### src/rtl/core/sscr_pkg.sv
// shared types, constants and helper functions for the six-step commutator
`timescale 1ns / 1ps
`default_nettype none

package sscr_pkg;

   localparam int DATA_W    = 16;
   localparam int INDEX_W   = 3;
   localparam int CSR_IDX_W = 3;
   localparam int NUM_STEPS = 6;
   localparam int PWM_BITS_DEFAULT = 16;

   // register map
   typedef enum logic [CSR_IDX_W-1:0] {
      CSR_DUTY        = 3'd0,
      CSR_DUTY_MIN    = 3'd1,
      CSR_DUTY_MAX    = 3'd2,
      CSR_DELAY_MIN   = 3'd3,
      CSR_DELAY_MAX   = 3'd4,
      CSR_START_DELAY = 3'd5
   } csr_index_type;

   localparam logic [DATA_W-1:0] DUTY_RESET        = 16'd0;
   localparam logic [DATA_W-1:0] DUTY_MIN_RESET    = 16'd0;
   localparam logic [DATA_W-1:0] DUTY_MAX_RESET    = 16'hFFFF;
   localparam logic [DATA_W-1:0] DELAY_MIN_RESET   = 16'd1;
   localparam logic [DATA_W-1:0] DELAY_MAX_RESET   = 16'd100;
   localparam logic [DATA_W-1:0] START_DELAY_RESET = 16'd100;

   // phase bits: A, B, C from msb to lsb
   localparam logic [2:0] PHASE_A = 3'h4;
   localparam logic [2:0] PHASE_B = 3'h2;
   localparam logic [2:0] PHASE_C = 3'h1;
   localparam logic [2:0] PHASE_NONE = 3'h0;

   localparam logic [INDEX_W-1:0] LAST_STEP = INDEX_W'(NUM_STEPS - 1);

   typedef struct packed {
      logic [DATA_W-1:0] duty;
      logic [DATA_W-1:0] duty_min;
      logic [DATA_W-1:0] duty_max;
      logic [DATA_W-1:0] delay_min;
      logic [DATA_W-1:0] delay_max;
      logic [DATA_W-1:0] start_delay;
   } cfg_type;

   typedef struct packed {
      logic [DATA_W-1:0]  compare_a;
      logic [DATA_W-1:0]  compare_b;
      logic [DATA_W-1:0]  compare_c;
      logic [INDEX_W-1:0] next_index;
      logic [DATA_W-1:0]  current_delay;
      logic               commutated;
   } rsp_type;

   // crossed limits: values below lo give lo, all others give hi
   function automatic logic [DATA_W-1:0] clamp_value(
      input logic [DATA_W-1:0] v,
      input logic [DATA_W-1:0] lo,
      input logic [DATA_W-1:0] hi
   );
      logic [DATA_W-1:0] r;
      if (v < lo) begin
         r = lo;
      end else if (v > hi) begin
         r = hi;
      end else begin
         r = v;
      end
      return r;
   endfunction

   // six-step drive pattern, out-of-range index falls back to the first step
   function automatic logic [2:0] step_pattern(input logic [INDEX_W-1:0] idx);
      logic [2:0] p;
      case (idx)
         3'd1:    p = PHASE_A | PHASE_C;
         3'd2:    p = PHASE_A;
         3'd3:    p = PHASE_A | PHASE_B;
         3'd4:    p = PHASE_B;
         3'd5:    p = PHASE_B | PHASE_C;
         default: p = PHASE_C;
      endcase
      return p;
   endfunction

endpackage

`default_nettype wire

### src/rtl/core/sscr_csr.sv
// configuration register file for the six-step commutator
`timescale 1ns / 1ps
`default_nettype none

module sscr_csr
   import sscr_pkg::*;
(
   input  wire logic                 clock,
   input  wire logic                 reset,
   input  wire logic                 csr_write_enable,
   input  wire logic [CSR_IDX_W-1:0] csr_index,
   input  wire logic [DATA_W-1:0]    csr_wdata,
   output cfg_type                   cfg
);

   cfg_type cfg_ff;
   cfg_type cfg_in;

   always_comb begin
      cfg_in = cfg_ff;
      if (csr_write_enable) begin
         unique case (csr_index_type'(csr_index))
            CSR_DUTY:        cfg_in.duty        = csr_wdata;
            CSR_DUTY_MIN:    cfg_in.duty_min    = csr_wdata;
            CSR_DUTY_MAX:    cfg_in.duty_max    = csr_wdata;
            CSR_DELAY_MIN:   cfg_in.delay_min   = csr_wdata;
            CSR_DELAY_MAX:   cfg_in.delay_max   = csr_wdata;
            CSR_START_DELAY: cfg_in.start_delay = csr_wdata;
            default:         cfg_in = cfg_ff;
         endcase
      end
   end

   always_ff @(posedge clock) begin
      if (reset) begin
         cfg_ff.duty        <= DUTY_RESET;
         cfg_ff.duty_min    <= DUTY_MIN_RESET;
         cfg_ff.duty_max    <= DUTY_MAX_RESET;
         cfg_ff.delay_min   <= DELAY_MIN_RESET;
         cfg_ff.delay_max   <= DELAY_MAX_RESET;
         cfg_ff.start_delay <= START_DELAY_RESET;
      end else begin
         cfg_ff <= cfg_in;
      end
   end

   assign cfg = cfg_ff;

endmodule

`default_nettype wire

### src/rtl/core/sscr_step.sv
// commutation state and per-tick next-state / result logic
`timescale 1ns / 1ps
`default_nettype none

module sscr_step
   import sscr_pkg::*;
#(
   parameter int PWM_BITS = PWM_BITS_DEFAULT
) (
   input  wire logic    clock,
   input  wire logic    reset,
   input  wire cfg_type cfg,
   input  wire logic    tick_fire,
   input  wire logic    tick_restart,
   output rsp_type      result
);

   // duty saturation from the pwm counter width
   localparam logic [DATA_W-1:0] DUTY_LIMIT =
      (PWM_BITS >= DATA_W) ? {DATA_W{1'b1}} : DATA_W'((32'd1 << PWM_BITS) - 32'd1);

   logic [INDEX_W-1:0] step_index_ff,   step_index_in;
   logic [2:0]         pattern_ff,      pattern_in;
   logic [DATA_W-1:0]  interval_ff,     interval_in;
   logic [DATA_W-1:0]  wait_left_ff,    wait_left_in;
   logic [DATA_W-1:0]  applied_duty_ff, applied_duty_in;
   logic               commutate;
   logic [DATA_W-1:0]  duty_clamped;

   always_comb begin
      duty_clamped = clamp_value(cfg.duty, cfg.duty_min, cfg.duty_max);
      if (duty_clamped > DUTY_LIMIT) begin
         duty_clamped = DUTY_LIMIT;
      end

      step_index_in   = step_index_ff;
      pattern_in      = pattern_ff;
      interval_in     = interval_ff;
      wait_left_in    = wait_left_ff;
      applied_duty_in = applied_duty_ff;
      commutate       = 1'b0;

      if (tick_restart) begin
         step_index_in   = '0;
         pattern_in      = PHASE_NONE;
         interval_in     = clamp_value(cfg.start_delay, cfg.delay_min, cfg.delay_max);
         wait_left_in    = '0;
         applied_duty_in = '0;
      end else if (wait_left_ff > DATA_W'(1)) begin
         wait_left_in = wait_left_ff - DATA_W'(1);
      end else begin
         commutate = 1'b1;
         // first commutation after restart keeps the start interval
         if (pattern_ff != PHASE_NONE && interval_ff > cfg.delay_min) begin
            interval_in = interval_ff - DATA_W'(1);
         end
         applied_duty_in = duty_clamped;
         pattern_in      = step_pattern(step_index_ff);
         step_index_in   = (step_index_ff >= LAST_STEP) ? '0
                                                        : step_index_ff + INDEX_W'(1);
         wait_left_in    = interval_in;
      end

      result.compare_a     = ((pattern_in & PHASE_A) != PHASE_NONE) ? applied_duty_in : '0;
      result.compare_b     = ((pattern_in & PHASE_B) != PHASE_NONE) ? applied_duty_in : '0;
      result.compare_c     = ((pattern_in & PHASE_C) != PHASE_NONE) ? applied_duty_in : '0;
      result.next_index    = step_index_in;
      result.current_delay = interval_in;
      result.commutated    = commutate;
   end

   always_ff @(posedge clock) begin
      if (reset) begin
         step_index_ff   <= '0;
         pattern_ff      <= PHASE_NONE;
         interval_ff     <= clamp_value(START_DELAY_RESET, DELAY_MIN_RESET, DELAY_MAX_RESET);
         wait_left_ff    <= '0;
         applied_duty_ff <= '0;
      end else if (tick_fire) begin
         step_index_ff   <= step_index_in;
         pattern_ff      <= pattern_in;
         interval_ff     <= interval_in;
         wait_left_ff    <= wait_left_in;
         applied_duty_ff <= applied_duty_in;
      end
   end

endmodule

`default_nettype wire

### src/rtl/core/six_step_commutator_ramp_top.sv
// top level of the open-loop six-step commutator with start ramp
//
// usage:
//  - req channel: one word per timer tick, req_restart = 1 restarts the
//    pattern sequence and reloads the clamped start delay
//  - rsp channel: one word per tick with the three phase compares, the
//    pattern index for the next commutation, the interval in force and a
//    flag that is set when this tick applied a new pattern
//  - csr port: single-cycle writes of the six 16-bit registers, no read-back;
//    write only while no tick is in flight
//  - a req word passes the input register, then the result register;
//    throughput one word per cycle while the receiver keeps rsp_ready high,
//    set by the single state update between the two registers
//  - a stalled receiver holds the result register; one more tick can still
//    sit in the input register, after that req_ready drops
//  - reset clears the valid flags of both registers, the commutation state and
//    the csrs to their defaults; the first plain tick after reset commutates
`timescale 1ns / 1ps
`default_nettype none

module six_step_commutator_ramp_top
   import sscr_pkg::*;
#(
   parameter int PWM_BITS = PWM_BITS_DEFAULT
) (
   input  wire logic                 clock,
   input  wire logic                 reset,
   // tick input
   input  wire logic                 req_valid,
   output logic                      req_ready,
   input  wire logic                 req_restart,
   // result output
   output logic                      rsp_valid,
   input  wire logic                 rsp_ready,
   output logic [DATA_W-1:0]         rsp_compare_a,
   output logic [DATA_W-1:0]         rsp_compare_b,
   output logic [DATA_W-1:0]         rsp_compare_c,
   output logic [INDEX_W-1:0]        rsp_next_index,
   output logic [DATA_W-1:0]         rsp_current_delay,
   output logic                      rsp_commutated,
   // configuration writes
   input  wire logic                 csr_write_enable,
   input  wire logic [CSR_IDX_W-1:0] csr_index,
   input  wire logic [DATA_W-1:0]    csr_wdata
);

   cfg_type cfg;
   rsp_type step_result;

   // input register
   logic in_valid_ff, in_valid_in;
   logic in_restart_ff;
   // result register
   logic    out_valid_ff, out_valid_in;
   rsp_type out_word_ff;

   logic advance;

   // tick moves into the result register when that slot is free or draining
   assign advance   = in_valid_ff && (!out_valid_ff || rsp_ready);
   assign req_ready = !in_valid_ff || advance;

   assign in_valid_in  = (req_valid && req_ready) || (in_valid_ff && !advance);
   assign out_valid_in = advance || (out_valid_ff && !rsp_ready);

   sscr_csr u_csr (
      .clock            (clock),
      .reset            (reset),
      .csr_write_enable (csr_write_enable),
      .csr_index        (csr_index),
      .csr_wdata        (csr_wdata),
      .cfg              (cfg)
   );

   sscr_step #(
      .PWM_BITS (PWM_BITS)
   ) u_step (
      .clock        (clock),
      .reset        (reset),
      .cfg          (cfg),
      .tick_fire    (advance),
      .tick_restart (in_restart_ff),
      .result       (step_result)
   );

   always_ff @(posedge clock) begin
      if (reset) begin
         in_valid_ff  <= 1'b0;
         out_valid_ff <= 1'b0;
      end else begin
         in_valid_ff  <= in_valid_in;
         out_valid_ff <= out_valid_in;
      end
   end

   // payload registers, no reset needed
   always_ff @(posedge clock) begin
      if (req_valid && req_ready) begin
         in_restart_ff <= req_restart;
      end
      if (advance) begin
         out_word_ff <= step_result;
      end
   end

   assign rsp_valid         = out_valid_ff;
   assign rsp_compare_a     = out_word_ff.compare_a;
   assign rsp_compare_b     = out_word_ff.compare_b;
   assign rsp_compare_c     = out_word_ff.compare_c;
   assign rsp_next_index    = out_word_ff.next_index;
   assign rsp_current_delay = out_word_ff.current_delay;
   assign rsp_commutated    = out_word_ff.commutated;

   // a restart tick gives an idle, non-commutating word at index zero
   assert property (@(posedge clock) disable iff (reset)
      advance && in_restart_ff |=> rsp_valid && !rsp_commutated &&
         rsp_next_index == '0 && rsp_compare_a == '0 &&
         rsp_compare_b == '0 && rsp_compare_c == '0)
      else $error("restart tick did not clear the sequence");

   // a waiting tick in the input register is never overwritten
   assert property (@(posedge clock) disable iff (reset)
      in_valid_ff && !advance |=> in_valid_ff && $stable(in_restart_ff))
      else $error("input register lost a pending tick");

   // every pattern leaves at least one phase idle, index stays in range
   assert property (@(posedge clock) disable iff (reset)
      rsp_valid |-> (rsp_compare_a == '0 || rsp_compare_b == '0 ||
         rsp_compare_c == '0) && rsp_next_index <= LAST_STEP)
      else $error("bad phase pattern or step index");

endmodule

`default_nettype wire
### config.mk
export PLATFORM = sky130hd
export DESIGN_NAME = six_step_commutator_ramp_top
export DESIGN_NICKNAME = d
export VERILOG_FILES = /design/src/rtl/core/sscr_pkg.sv /design/src/rtl/core/sscr_csr.sv /design/src/rtl/core/sscr_step.sv /design/src/rtl/core/six_step_commutator_ramp_top.sv
export SDC_FILE = /design/constraint.sdc
export NUM_CORES = 1
export LEC_CHECK = 0
export BUFFER_PORTS_ARGS = -buffer_cell sky130_fd_sc_hd__buf_2
export CAP_MARGIN = 25
export CORE_AREA = 3 3 146 148
export CTS_CLUSTER_DIAMETER = 40
export CTS_CLUSTER_SIZE = 30
export DETAILED_ROUTE_END_ITERATION = 12
export DIE_AREA = 0 0 149 151
export GPL_ROUTABILITY_DRIVEN = 0
export PLACE_DENSITY = 0.79
export SLEW_MARGIN = 20
export SYNTH_ARGS = -nofsm -noshare
export SYNTH_HDL_FRONTEND = slang
export SYNTH_SLANG_ARGS = --single-unit
### constraint.sdc
create_clock -name clock -period 4.53 [get_ports clock]
set_input_delay 0.906 -clock clock [delete_from_list [all_inputs] [get_ports clock]]
set_output_delay 0.906 -clock clock [all_outputs]
set_load 0.01 [all_outputs]
==> run metrics <==
status finished, final reports clean; via/cell ratio approximately 6.1; synthesized area per cell around 8.5 µm²; GR peak layer met2; register area between 0.005 and 0.006 mm²; Crit. End Element register; Cell Pwr Density 559 mW/mm²; share of layout cells above drive strength 1 12.8%; crit path kind reg2reg; Die Ht roughly 150 µm; hold slack final 454 ps; CP Launch Type register; Ports 95; first-pass GRT wire length approximately 52 mm; Overflow after GRT 0; Primary FF master, synth dfxtp_1; Post-CTS Setup Inserts 0; cts bufs inserted 34; All-Layer GR Usage roughly 29%; fin. max-slew vios 0; M2 GR Usage between 40% and 50%; Yosys cell types a little under 60; root buf cell clkbuf_16; via count about 11000; Global Route met1 Usage 42.2%; placed wire-length estimate 22.7 mm; Multi-input gate area ~0.0063 mm²; cts hold-fix bufs 0; Required @ worst endpoint slightly below 5000 ps; worst hold path class reg2reg; Leak 5.45 nW; DR iter-0 viols between 1000 and 1500; register area share after synthesis about 43%; drt pass-1 iters 6; skew final around 16 ps; post-route setup slack between 600 and 700 ps; Synth-to-Final Area Change 16.0%; max-cap viol count 0; Tmin final slightly below 4000 ps; # setup viols final 0; Sink Count about 220; Final Hold Viols 0; CP Max Fanout 24; core area around 0.020 mm²; clk buf depth 3; Synth async-reset ratio 0%; worst slew pin tran between 900 and 1000 ps; VDD IR-drop max approximately 0.52 mV; Mapped Cells 1402; ANT nets after route 0; layout net count about 1600; Worst Reg-to-Reg Cells 7; Residual DRC 0; post-CTS sizing 0; final wirelength roughly 33 mm; initial antenna violation count 0; htree depth 2; GRT met3 Usage between 4 and 5%; Row Count 52; total power around 0.0078 W; Fill cells 1632; synth warn 0; I/O Buffers 94; max frequency 257 MHz; Final Util 68.8%; initial cell density of the core roughly 60%; clk_lat worst skew a little over 500 ps; setup tns final 0 ps; RSZ-0062 raised after global routing no; Post-Syn Area 0.0120 mm²; largest net degree at the start of global routing 59; Slew HR 38.9%; dpl ws a little under 700 ps; Chip Width around 150 µm; CTS tree built; Yosys reg bits 221; Avg WL per Cell between 15 and 20 µm; CP arrival around 4300 ps; n_diodes 0; die area around 0.022 mm²; period utilization 85.8%; Syn Nets approximately 1500; Post-synth EDFFs 69; hold path depth 2; clock transition at the registers of the reported paths 60 ps; vias in the first global route approximately 10000
==> logic make-up after synthesis <==
logic type / synth area share, %
AOI/OAI and AO/OA: 20.4
xor gates and xnor gates: 2.12
adders and majority gates: 9.00
buffers and inverters: 4.96
DFF: 42.8
muxes: 1.39
and+or+nand+nor: 19.3
==> metrics by stage <==
stage	instance area, µm²	std cells
global route	13900	1774
global placement	12600	1709
CTS	13900	1772
detailed placement	12700	1710
floorplan	12000	1402
finish	13900	1774
==> layer usage <==
layer  routed length, µm  share of wire (%)
met1               14300                 44
met5                   0                  0
met4                 930                2.9
met2               14200                 44
met3                3110                9.6
==> cell type report <==
cell class | count | share of cell area, %
Tap cell | 270 | 2.43
Multi-Input combinational cell | 1024 | 45.2
Inverter | 80 | 2.17
Sequential cell | 221 | 36.9
Clock inverter | 17 | 1.29
Clock buffer | 45 | 7.25
Timing Repair Buffer | 117 | 4.80
==> placed cells by master, fill, tap and decap left out, drive strengths merged, types with 11 or more instances in the layout <==
| cell | netlist | layout |
|---|---|---|
| nand2 | 269 | 269 |
| nor2b | 25 | 25 |
| clkbuf | 70 | 45 |
| a211oi | 18 | 18 |
| a211o | 19 | 19 |
| a21o | 19 | 19 |
| inv | 78 | 89 |
| o31ai | 19 | 19 |
| o21ai | 53 | 53 |
| o32ai | 48 | 48 |
| or3 | 13 | 13 |
| ha | 86 | 86 |
| a21oi | 139 | 139 |
| nand3b | 12 | 12 |
| xnor2 | 16 | 16 |
| a31oi | 12 | 12 |
| mux2i | 11 | 11 |
| nand3 | 18 | 18 |
| xor2 | 13 | 13 |
| edfxtp | 69 | 69 |
| dfxtp | 152 | 152 |
| nor4 | 14 | 14 |
| buf | 7 | 117 |
| nor3 | 26 | 26 |
| nand4 | 13 | 13 |
| nor2 | 100 | 100 |
| o211ai | 11 | 11 |
==> Yosys cell counts, types with 12 or more instances <==
library cell / count / share of area, %
xor2_1: 13 / 0.95
nor3_1: 26 / 1.1
ha_1: 86 / 9.0
clkbuf_1: 70 / 2.2
a21oi_1: 139 / 5.8
nand3b_1: 12 / 0.75
nor2b_1: 25 / 1.3
a211o_1: 19 / 1.4
nand4_1: 13 / 0.68
or3_1: 13 / 0.68
o31ai_1: 19 / 1.2
nor2_1: 100 / 3.1
xnor2_1: 16 / 1.2
a31oi_1: 12 / 0.63
o21ai_0: 52 / 2.2
dfxtp_1: 152 / 25
nand3_1: 18 / 0.75
inv_1: 78 / 2.4
nand2_1: 269 / 8.4
o32ai_1: 48 / 3.5
a211oi_1: 18 / 1.1
edfxtp_1: 69 / 17
nor4_1: 13 / 0.68
a21o_1: 19 / 1.2
==> path summary, 6_finish.rpt <==
| path | start | endpoint | slack, ps |
|---|---|---|---|
| hold reg to reg | u_step.applied_duty_ff[2] | u_step.applied_duty_ff[2] | 450 |
| hold / removal | u_step.applied_duty_ff[2] | u_step.applied_duty_ff[2] | 450 |
| setup reg to reg | u_step.wait_left_ff[8] | u_step.applied_duty_ff[14] | 640 |
| setup / recovery | u_step.wait_left_ff[8] | u_step.applied_duty_ff[14] | 640 |
==> critical path, stage by stage (launching register included) <==
cell	delay, ps
dfxtp_1	370
or4_4	570
or3_1	450
or4_1	940
nand2_1	580
nand2_1	520
nand2_1	210
o31ai_1	100
==> power by group <==
| group | internal, W | switching [W] |
|---|---|---|
| combinational | 0.000818 | 0.00187 |
| clock | 0.00166 | 0.000992 |
| sequential | 0.00228 | 0.000134 |
==> registers in the layout, summed over array words and instances, names as in the netlist, 3 cells and up <==
register / count
rsp_compare_c: 16
rsp_compare_a: 16
u_step.applied_duty_ff: 16
u_step.pattern_ff: 3
u_csr.cfg: 96
rsp_next_index: 3
rsp_compare_b: 16
u_step.wait_left_ff: 16
u_step.step_index_ff: 3
u_step.interval_ff: 16
rsp_current_delay: 16
No activity file was read; power rests on OpenSTA's default activity.
